$ cat src/rtl/sqlgd_pkg.sv
// ----------------------------------------------------------------------------
// sqlgd_pkg
// shared constants and types of the server greeting signature detector
// ----------------------------------------------------------------------------
package sqlgd_pkg;

    localparam int unsigned OFFSET_BITS = 16;
    localparam int unsigned LEN_BITS    = 16;
    localparam int unsigned BYTE_BITS   = 8;

    localparam logic [OFFSET_BITS-1:0] OFF_MAX = {OFFSET_BITS{1'b1}};

    // header offsets
    localparam logic [OFFSET_BITS-1:0] HDR_LEN_LO = OFFSET_BITS'(0);
    localparam logic [OFFSET_BITS-1:0] HDR_LEN_HI = OFFSET_BITS'(1);
    localparam logic [OFFSET_BITS-1:0] HDR_ZERO_A = OFFSET_BITS'(2);
    localparam logic [OFFSET_BITS-1:0] HDR_ZERO_B = OFFSET_BITS'(3);
    localparam logic [OFFSET_BITS-1:0] HDR_VER    = OFFSET_BITS'(5);
    localparam logic [OFFSET_BITS-1:0] HDR_DOT    = OFFSET_BITS'(6);
    localparam logic [OFFSET_BITS-1:0] NUL_MIN    = OFFSET_BITS'(7);

    localparam logic [LEN_BITS-1:0]  MIN_LEN  = LEN_BITS'(37);
    localparam logic [LEN_BITS-1:0]  LEN_BIAS = LEN_BITS'(4);
    localparam logic [BYTE_BITS-1:0] VER_LOW  = 8'h30;
    localparam logic [BYTE_BITS-1:0] VER_HIGH = 8'h37;
    localparam logic [BYTE_BITS-1:0] DOT_CHAR = 8'h2e;

    // filler positions relative to the zero byte
    localparam logic [OFFSET_BITS-1:0] FILL_A   = OFFSET_BITS'(13);
    localparam logic [OFFSET_BITS-1:0] FILL_B   = OFFSET_BITS'(19);
    localparam logic [OFFSET_BITS-1:0] FILL_END = OFFSET_BITS'(31);

    typedef struct packed {
        logic [OFFSET_BITS-1:0] byte_offset;
        logic [BYTE_BITS-1:0]   header_length_low;
        logic                   header_good;
        logic                   nul_seen;
        logic [OFFSET_BITS-1:0] nul_position;
        logic                   filler_good;
    } t_state;

    localparam t_state STATE_RESET = '{
        byte_offset:       '0,
        header_length_low: '0,
        header_good:       1'b1,
        nul_seen:          1'b0,
        nul_position:      '0,
        filler_good:       1'b1
    };

endpackage

$ cat src/rtl/sqlgd_inspect.sv
// ----------------------------------------------------------------------------
// sqlgd_inspect
// per-byte signature checks: next running state and the end-of-payload verdict
// ----------------------------------------------------------------------------
module sqlgd_inspect import sqlgd_pkg::*; (
    input  t_state               i_state,
    input  logic [BYTE_BITS-1:0] i_payload_byte,
    input  logic [LEN_BITS-1:0]  i_payload_length,
    input  logic                 i_last_byte,
    output t_state               o_state,
    output logic                 o_verdict
);

    t_state                 w_upd;
    logic [OFFSET_BITS-1:0] w_off;
    logic [OFFSET_BITS-1:0] w_rel;
    logic [OFFSET_BITS:0]   w_off_end;
    logic [OFFSET_BITS:0]   w_nul_end;
    logic [BYTE_BITS-1:0]   w_b;
    logic                   w_b_zero;
    logic                   w_fill_pos;

    assign w_off     = i_state.byte_offset;
    assign w_b       = i_payload_byte;
    assign w_b_zero  = (w_b == '0);
    assign w_rel     = w_off - i_state.nul_position;
    assign w_off_end = {1'b0, w_off} + {1'b0, FILL_END};
    assign w_fill_pos = (w_rel == FILL_A) || ((w_rel >= FILL_B) && (w_rel <= FILL_END));

    always_comb begin
        w_upd = i_state;
        if (w_off != OFF_MAX) begin
            unique case (w_off)
                HDR_LEN_LO: begin
                    w_upd.header_length_low = w_b;
                end
                HDR_LEN_HI: begin
                    if ((i_payload_length < LEN_BIAS) ||
                        ({w_b, i_state.header_length_low} != (i_payload_length - LEN_BIAS)))
                        w_upd.header_good = 1'b0;
                end
                HDR_ZERO_A, HDR_ZERO_B: begin
                    if (!w_b_zero) w_upd.header_good = 1'b0;
                end
                HDR_VER: begin
                    if (!((w_b > VER_LOW) && (w_b < VER_HIGH))) w_upd.header_good = 1'b0;
                end
                HDR_DOT: begin
                    if (w_b != DOT_CHAR) w_upd.header_good = 1'b0;
                end
                default: begin
                end
            endcase
            if (i_state.nul_seen) begin
                if ((w_off > i_state.nul_position) && w_fill_pos && !w_b_zero)
                    w_upd.filler_good = 1'b0;
            end else if ((w_off >= NUL_MIN) && (w_off_end < {1'b0, i_payload_length})
                         && w_b_zero) begin
                w_upd.nul_seen     = 1'b1;
                w_upd.nul_position = w_off;
            end
        end
    end

    assign w_nul_end = {1'b0, w_upd.nul_position} + {1'b0, FILL_END};

    assign o_verdict = (i_payload_length > MIN_LEN) && w_upd.header_good
                       && w_upd.nul_seen && w_upd.filler_good
                       && (w_nul_end < {1'b0, OFF_MAX})
                       && ({1'b0, w_off} >= w_nul_end);

    always_comb begin
        o_state = w_upd;
        if (i_last_byte) begin
            o_state = STATE_RESET;
        end else if (w_off != OFF_MAX) begin
            o_state.byte_offset = w_off + OFFSET_BITS'(1);
        end
    end

endmodule

$ cat src/rtl/sql_server_greeting_detector.sv
// ----------------------------------------------------------------------------
// sql_server_greeting_detector
// streaming check of a tcp payload for the database server greeting signature
// ----------------------------------------------------------------------------
// The block takes one payload byte per beat, with the payload length and a
// last-byte mark, and gives one verdict beat per payload, on its last byte:
// 1 when the greeting matched, 0 when the protocol is excluded. Checks are the
// little-endian length at offsets 0..1 equal to length minus 4, zero bytes at
// 2 and 3, a version digit 0x31..0x36 at 5, a dot at 6, a length above 37,
// then the first zero byte p at offset 7 or more (with p+31 below the length)
// followed by zero filler at p+13 and p+19..p+31. Rate is one byte per clock
// while no last byte waits on an untaken verdict: the per-byte work is a
// handful of compares against the running offset, done in one pass between
// the input register and the verdict register. The input side keeps taking
// bytes while a verdict waits; only a last byte stalls behind an untaken
// verdict. After the last byte the running state is back at reset, ready for
// the next payload. The byte offset saturates at 2^16-1; bytes at that offset
// are not inspected.
// ----------------------------------------------------------------------------
module sql_server_greeting_detector import sqlgd_pkg::*; (
    input  logic                 i_clk,
    input  logic                 i_rst_n,
    input  logic                 i_in_valid,
    output logic                 o_in_ready,
    input  logic [BYTE_BITS-1:0] i_payload_byte,
    input  logic [LEN_BITS-1:0]  i_payload_length,
    input  logic                 i_last_byte,
    output logic                 o_out_valid,
    input  logic                 i_out_ready,
    output logic                 o_verdict
);

    // input register
    logic                 r_in_valid;
    logic [BYTE_BITS-1:0] r_in_byte;
    logic [LEN_BITS-1:0]  r_in_len;
    logic                 r_in_last;

    // running state of the current payload
    t_state r_state;
    t_state n_state;

    // verdict register
    logic r_out_valid;
    logic r_verdict;
    logic n_verdict;

    logic w_out_free;
    logic w_fire;

    // the verdict slot is free when empty or being taken this cycle
    assign w_out_free = !r_out_valid || i_out_ready;
    // a middle byte never needs the verdict slot
    assign w_fire     = r_in_valid && (!r_in_last || w_out_free);
    assign o_in_ready = !r_in_valid || w_fire;

    sqlgd_inspect u_inspect (
        .i_state          (r_state),
        .i_payload_byte   (r_in_byte),
        .i_payload_length (r_in_len),
        .i_last_byte      (r_in_last),
        .o_state          (n_state),
        .o_verdict        (n_verdict)
    );

    always_ff @(posedge i_clk) begin
        if (!i_rst_n) begin
            r_in_valid <= 1'b0;
        end else if (o_in_ready) begin
            r_in_valid <= i_in_valid;
        end
    end

    // payload of the input register
    always_ff @(posedge i_clk) begin
        if (i_in_valid && o_in_ready) begin
            r_in_byte <= i_payload_byte;
            r_in_len  <= i_payload_length;
            r_in_last <= i_last_byte;
        end
    end

    always_ff @(posedge i_clk) begin
        if (!i_rst_n) begin
            r_state <= STATE_RESET;
        end else if (w_fire) begin
            r_state <= n_state;
        end
    end

    always_ff @(posedge i_clk) begin
        if (!i_rst_n) begin
            r_out_valid <= 1'b0;
        end else if (w_fire && r_in_last) begin
            r_out_valid <= 1'b1;
        end else if (i_out_ready) begin
            r_out_valid <= 1'b0;
        end
    end

    always_ff @(posedge i_clk) begin
        if (w_fire && r_in_last) begin
            r_verdict <= n_verdict;
        end
    end

    assign o_out_valid = r_out_valid;
    assign o_verdict   = r_verdict;

    // a last byte leaves the state at reset for the next payload
    a_last_clears: assert property (@(posedge i_clk) disable iff (!i_rst_n)
        (w_fire && r_in_last) |=> (r_state == STATE_RESET))
        else $error("state not cleared after last byte");

    // a middle byte always moves the offset off zero
    a_offset_moves: assert property (@(posedge i_clk) disable iff (!i_rst_n)
        (w_fire && !r_in_last) |=> (r_state.byte_offset != '0))
        else $error("offset did not advance");

    // the zero byte is never taken inside the fixed header
    a_nul_past_header: assert property (@(posedge i_clk) disable iff (!i_rst_n)
        r_state.nul_seen |-> (r_state.nul_position >= NUL_MIN))
        else $error("zero byte position inside header");

    // a pending verdict is never overwritten before it is taken
    a_no_overwrite: assert property (@(posedge i_clk) disable iff (!i_rst_n)
        (r_out_valid && !i_out_ready) |-> !(w_fire && r_in_last))
        else $error("verdict overwritten");

endmodule

$ cat config.mk
export PLATFORM = sky130hd
export DESIGN_NAME = sql_server_greeting_detector
export DESIGN_NICKNAME = d
export VERILOG_FILES = /design/src/rtl/sqlgd_pkg.sv /design/src/rtl/sqlgd_inspect.sv /design/src/rtl/sql_server_greeting_detector.sv
export SDC_FILE = /design/constraint.sdc
export NUM_CORES = 1
export LEC_CHECK = 0
export ABC_AREA = 1
export BUFFER_PORTS_ARGS = -buffer_cell sky130_fd_sc_hd__buf_2
export CAP_MARGIN = 20
export CORE_ASPECT_RATIO = 1.5
export CORE_MARGIN = 2
export CORE_UTILIZATION = 55
export CTS_BUF_LIST = sky130_fd_sc_hd__clkbuf_16
export DETAILED_ROUTE_END_ITERATION = 7
export PLACE_DENSITY = 0.73
export SYNTH_ARGS = -nofsm -noshare
export SYNTH_HDL_FRONTEND = slang
export SYNTH_HIERARCHICAL = 1
export SYNTH_SLANG_ARGS = --single-unit
$ cat constraint.sdc
create_clock -name i_clk -period 7 [get_ports i_clk]
set_input_delay 0.7 -clock i_clk [delete_from_list [all_inputs] [get_ports i_clk]]
set_output_delay 0.7 -clock i_clk [all_outputs]
set_load 0.01 [all_outputs]
### After elaboration in Yosys (flattened, before gate mapping)

Cells that the tools add are included.

* bits in registers: 71
* input bits: 29
* output and inout port bits: 3
* word-level logic and storage cells: 84

* $add $sub $neg: 5
* $lt $le $gt $ge: 11
* equality and inequality tests: 9
* mux-type cells: 16
* reductions and logical operators: 31

Operators by type and width (count)
* 27-bit 2-to-1 mux: 2
* 16-bit by 5-bit adder with 17-bit output, second input constant: 2
* 17-bit 2-to-1 mux: 2
* 16-bit by 2-bit == test with 1-bit output, second input constant: 2
* 16-bit by 3-bit == test with 1-bit output, second input constant: 2
* 16-bit 2-to-1 mux: 2
* 16-bit by 17-bit greater-or-equal comparator with 1-bit output: 1
* 17-bit by 16-bit less-than comparator with 1-bit output: 1
* 17-bit by 16-bit less-than comparator with 1-bit output, second input constant: 1
* 16-bit by 1-bit adder with 16-bit output, second input constant: 1
* 16-bit by 1-bit == test with 1-bit output, second input constant: 1
* 16-bit by 4-bit == test with 1-bit output, second input constant: 1
* 16-bit by 3-bit greater-or-equal comparator with 1-bit output, second input constant: 1
* 16-bit by 5-bit greater-or-equal comparator with 1-bit output, second input constant: 1
* 16-bit > comparator: 1
* 16-bit by 6-bit > comparator with 1-bit output, second input constant: 1
* 16-bit by 5-bit less-or-equal comparator with 1-bit output, second input constant: 1
* 16-bit logical NOT: 1
* 16-bit by 3-bit less-than comparator with 1-bit output, second input constant: 1
* 16-bit != test: 1
* 16-bit != test, second input constant: 1
* 16-bit subtractor: 1
* 16-bit by 3-bit subtractor with 16-bit output, second input constant: 1
* 1-bit logical AND: 14
* 13 further kinds: 29

### Depth between registers and ports, before layout

* depth after elaboration: 14
* gate-level depth with buffers: 44
* gate-level depth less buffers: 43

### Hierarchy

Netlist, hierarchy kept.

Modules (own cells, without submodules)
* sqlgd_inspect: instances 1, cells an instance 719, area an instance 4068.9 sq um, sequential area each 0.0 sq um
* sql_server_greeting_detector: instances 1, cells an instance 320, area an instance 2793.9 sq um, sequential area each 1681.6 sq um

### Least setup slack after synthesis

OpenSTA, ideal clock, no wires.

* path type: reg-to-reg
* start: register r_state[28] in the netlist's numbering
* end: register r_verdict, in the netlist o_verdict, data pin
* library setup time: 138 ps
* data arrival time: 5131 ps
* data required time: 6862 ps
* slack: 1731 ps
* cell stages (with the launch flop): 42
* buffers on the path: 1
* period minus slack after synthesis: 5269 ps
* path through: dfxtp_1 -> inv_1 -> ha_1 -> nand2_2 -> nor2_4 -> nand2_2 -> nand2_2 -> inv_2 -> nand2_4 -> nor4_1 -> xor2_1 -> ha_1 -> nand2_1 -> nor2_1 -> nor3b_1 -> nand2_1 -> nand2_1 -> nand2_1 -> [... 6 more ...] -> nor2_1 -> nand2_1 -> nand2_2 -> nand2_1 -> ha_1 -> nand2_1 -> nor2_1 -> or3b_2 -> nand4_1 -> nand2_1 -> inv_1 -> nor2_1 -> o21ai_0 -> a211o_1 -> nand3_1 -> nor2_1 -> nand2_1 -> nor2_1

* word-level cells in the longest chain between the ends: 12
* elaborated cells between the ends (all ways): 35
* classes of those cells: add/sub: 3; order compare: 7; eq/ne: 7; mux: 6; reduce/logical: 12

RTL lines
* start: declaration: RTL line sql_server_greeting_detector.sv:40 `t_state r_state;`
* start signal: assignment: RTL line sql_server_greeting_detector.sv:87 `r_state <= n_state;`
* branches (longest 11 deep; another with 16-bit by 5-bit adder with 17-bit output)
* 1-bit logical AND (*): RTL line sqlgd_inspect.sv:70 `&& ({1'b0, w_off} >= w_nul_end);`
* net n_verdict: RTL line sql_server_greeting_detector.sv:46 `logic n_verdict;`
* end signal: assignment: RTL line sql_server_greeting_detector.sv:103 `r_verdict <= n_verdict;`
* end: declaration: RTL line sql_server_greeting_detector.sv:45 `logic r_verdict;`

Mark *: on every way through the listed nets, which the timed path passes. The select of a mux whose other input is x is not followed.
A chain may end at the register's enable or synchronous reset.

### Worst setup path in the final report

* start: register r_state[27] in the netlist's numbering
* end: register r_verdict, in the netlist o_verdict, data pin

Same word-level chain as after synthesis.

==> results.py <==
metrics = {
    "final_layout": {
        "nFillCells": 1222,
        "final_cell_mix": "nand2_1 (197), inv_1 (143), nor2_1 (125), nand3_1 (89), a21oi_1 (86)",
        "final_core_util_pct": 59.7,
        "diodes": 0,
        "finish.instance_area_um2": 7360,
        "areaGrowthSynthToFinish_pct": 7.22,
        "final_net_count": 1133,
        "mostFrequentLayoutCell": "nand2_1",
        "drive_gt1_share_pct": 10.8,
    },
    "logic_synthesis": {
        "synth_cell_type_count": 52,
        "synth_xor_xnor_area_share_pct": 6.38,
        "ys_ff_latch": 71,
        "yosysWarnings": 6,
        "ys_seq_area_share_pct": 24.5,
        "ys_async_sr_fraction_pct": 0,
        "synth.avg_cell_area_um2": 6.61,
        "synth_compound_area_share_pct": 12.1,
        "synth-simple-area-share_pct": 34.8,
        "yosys-mux-area-fraction_pct": 0,
        "synthCells": 1039,
        "synthFlopType": "dfxtp_1",
        "ys_top_cells_by_area": "dfxtp_1 (13%), edfxtp_1 (11%), nand2_1 (11%), ha_1 (9.8%), inv_1 (7.8%)",
        "synth_top_family_by_area": "simple AND/OR/NAND/NOR gates",
        "synthAdderAreaFrac_pct": 10.1,
        "synth_area_um2": 6860,
        "synth-edff-count": 26,
        "synth_area_leader_cell": "dfxtp_1",
        "synth.top_cell.area_share_pct": 13.1,
        "synth_nets": 1123,
    },
    "min_path": {
        "worstHoldStart": "r_state[0]$_SDFFE_PN1P_",
        "hold_class": "reg2reg",
    },
    "floorplan": {
        "io_pins": 32,
        "dieArea_um2": 13400,
        "start_util_pct": 55.7,
        "core.rowCount": 50,
        "fp.dieH_um": 141,
        "fp.coreArea_um2": 12300,
        "die_w_um": 95.2,
    },
    "routing": {
        "drt_first_pass_iters": 5,
        "wl_met3_um": 440,
        "vias_per_cell": 5.48,
        "wl_per_cell_um": 15.3,
        "ant_nets": 0,
        "wl_met1_um": 7290,
        "drt_iter0_drc": 342,
        "highest_layer": "met4",
        "finalWirelength_um": 18400,
        "dr_wl_met2_um": 10100,
        "via_count": 6622,
        "drc_errors": 0,
    },
    "power_and_ir_drop": {
        "power_leakage_nw": 3.40,
        "powerDensity_nw_per_um2": 185,
        "p_total_w": 0.00136,
        "ir_drop_v": 0.000127,
    },
    "sta": {
        "worst_pin_slew_ns": 1.04,
        "fin_ws_ns": 0.765,
        "drv_slew": 0,
        "min_period_over_period_pct": 89.1,
        "setup_violations": 0,
        "hold_viol_final": 0,
        "clock.fmax_mhz": 160,
        "skew_ns": 0.00661,
        "relSlewSlack_pct": 30.4,
        "setup_tns_ns": 0,
        "rsz0062_at_grt": "no",
        "finalCriticalPeriod_ns": 6.24,
    },
    "setup_path": {
        "max_stage_delay_ns": 0.45,
        "startpoint": "r_state[27]$_SDFFE_PN0P_",
        "cpMostUsedCell": "nand2_1",
        "slowest_stage": "or3b_2",
        "critPathLaunchType": "flop",
        "cp_max_fo": 30,
        "cp_data_arrival_time_ns": 6.44,
        "worstSetupEndpointType": "flop",
        "reg2reg_from": "r_state[27]$_SDFFE_PN0P_",
        "critical_path_buf_inv_count": 5,
        "cp.required_ns": 7.21,
        "crit_family": "simple AND/OR/NAND/NOR gates",
        "crit_type": "reg2reg",
    },
    "clock_network": {
        "clock_path_buffers": 2,
        "cts_tree": "built",
        "cts_buffers": 9,
        "root_buffer": "clkbuf_16",
        "clkTransAtPathRegs_ns": 0.06,
        "cts-hold-fix-buffers": 0,
        "clock_latency_ns": 0.34,
        "htree_num_levels": 3,
        "numClockSinks": 71,
        "cts_setup_buffers": 0,
    },
    "grt": {
        "overflow": 0,
        "grt_pass1_vias": 6340,
        "grt_pass1_wl_um": 29900,
        "grt.total_usage_pct": 28.8,
        "grt_max_degree": 88,
        "antenna_found_initial": 0,
    },
    "place": {
        "gp_congestion": 1.00,
        "port_buffers": 31,
        "pre_cts_slack_ns": 0.826,
        "hpwl_um": 13800,
        "place_area_um2": 7010,
    },
    "status": {
        "status": "completed",
    },
    "flow_run": {
        "max_cap_viol_count": 0,
    },
}
==> cells in the mapped netlist, types with 4 or more instances <==
library cell and n:
a211oi_1 4, a21o_1 4, a21oi_1 86, buf_2 15
buf_6 6, clkbuf_1 12, dfxtp_1 45, edfxtp_1 26
ha_1 54, inv_1 143, inv_2 14, nand2_1 197
nand2_2 15, nand3_1 89, nand3_2 4, nand4_1 32
nor2_1 125, nor2_2 5, nor2_4 7, nor3_1 18
nor3b_1 4, nor4_1 5, o21ai_0 34, o21ai_1 8
o21ai_2 4, xnor2_1 11, xor2_1 39
==> path summary, 6_finish.rpt <==
check	end	slack (ns)	cells past startpoint
max	o_verdict$_DFFE_PP_	0.76	42
max reg2reg	o_verdict$_DFFE_PP_	0.76	42
min reg2reg	r_state[0]$_SDFFE_PN1P_	0.47	2
min	r_state[0]$_SDFFE_PN1P_	0.47	2
==> state kept, by name (all words and copies together) (netlist names) <==
name and flops:
r_in_last 1, r_state 43, o_verdict 1, r_in_valid 1
r_in_len 16, r_in_byte 8, o_out_valid 1
==> metrics by stage <==
| stage | std cells | hold WS (ns) |
|---|---|---|
| floorplan | 1039 | 0.429 |
| global placement | 1193 | 0.442 |
| detailed placement | 1193 | 0.464 |
| CTS | 1208 | 0.478 |
| global route | 1209 | 0.501 |
| finish | 1209 | 0.470 |
==> cells by family after synthesis <==
kind of cell    Yosys count
xor+xnor                 50
flops                    71
buf+inv                 197
fa+ha+maj                55
compound gates          152
simple gates            514
==> worst min-delay path, cell delays in order, from the launching register on <==
cell and delay, ns:
dfxtp_1 0.33, nand2_1 0.06, nand3_1 0.05
==> area by class of cell <==
cell class	count	area, um^2	area share [%]
inverters	160	604	8.21
multi-input cells	771	4350	59.2
clock buffers	9	225	3.06
flip-flops and latches	71	1680	22.9
clock inverters	6	83.8	1.14
well taps	156	195	2.65
repair buffers	36	213	2.89
==> repair_timing <==
item | 4_1_cts | 5_1_grt
gates resized for setup | 0 | 2
endpoints found under the hold margin | 0 | 0
endpoints found under the setup margin | 0 | 1
==> per-layer routing <==
metal | vias up | GRT usage, %
met1 | 3031 | 31.3
met3 | 37 | 2.57
li1 | 3421 | -
met2 | 133 | 54.6
met5 | - | 0
met4 | 0 | 13.3
==> report_power, final <==
| group | switching (W) | internal [W] |
|---|---|---|
| Sequential | 0.0000355 | 0.000455 |
| Combinational | 0.000234 | 0.000143 |
| Clock | 0.000185 | 0.000310 |
| Total | 0.000454 | 0.000907 |
No activity file was read; power rests on OpenSTA's default activity.
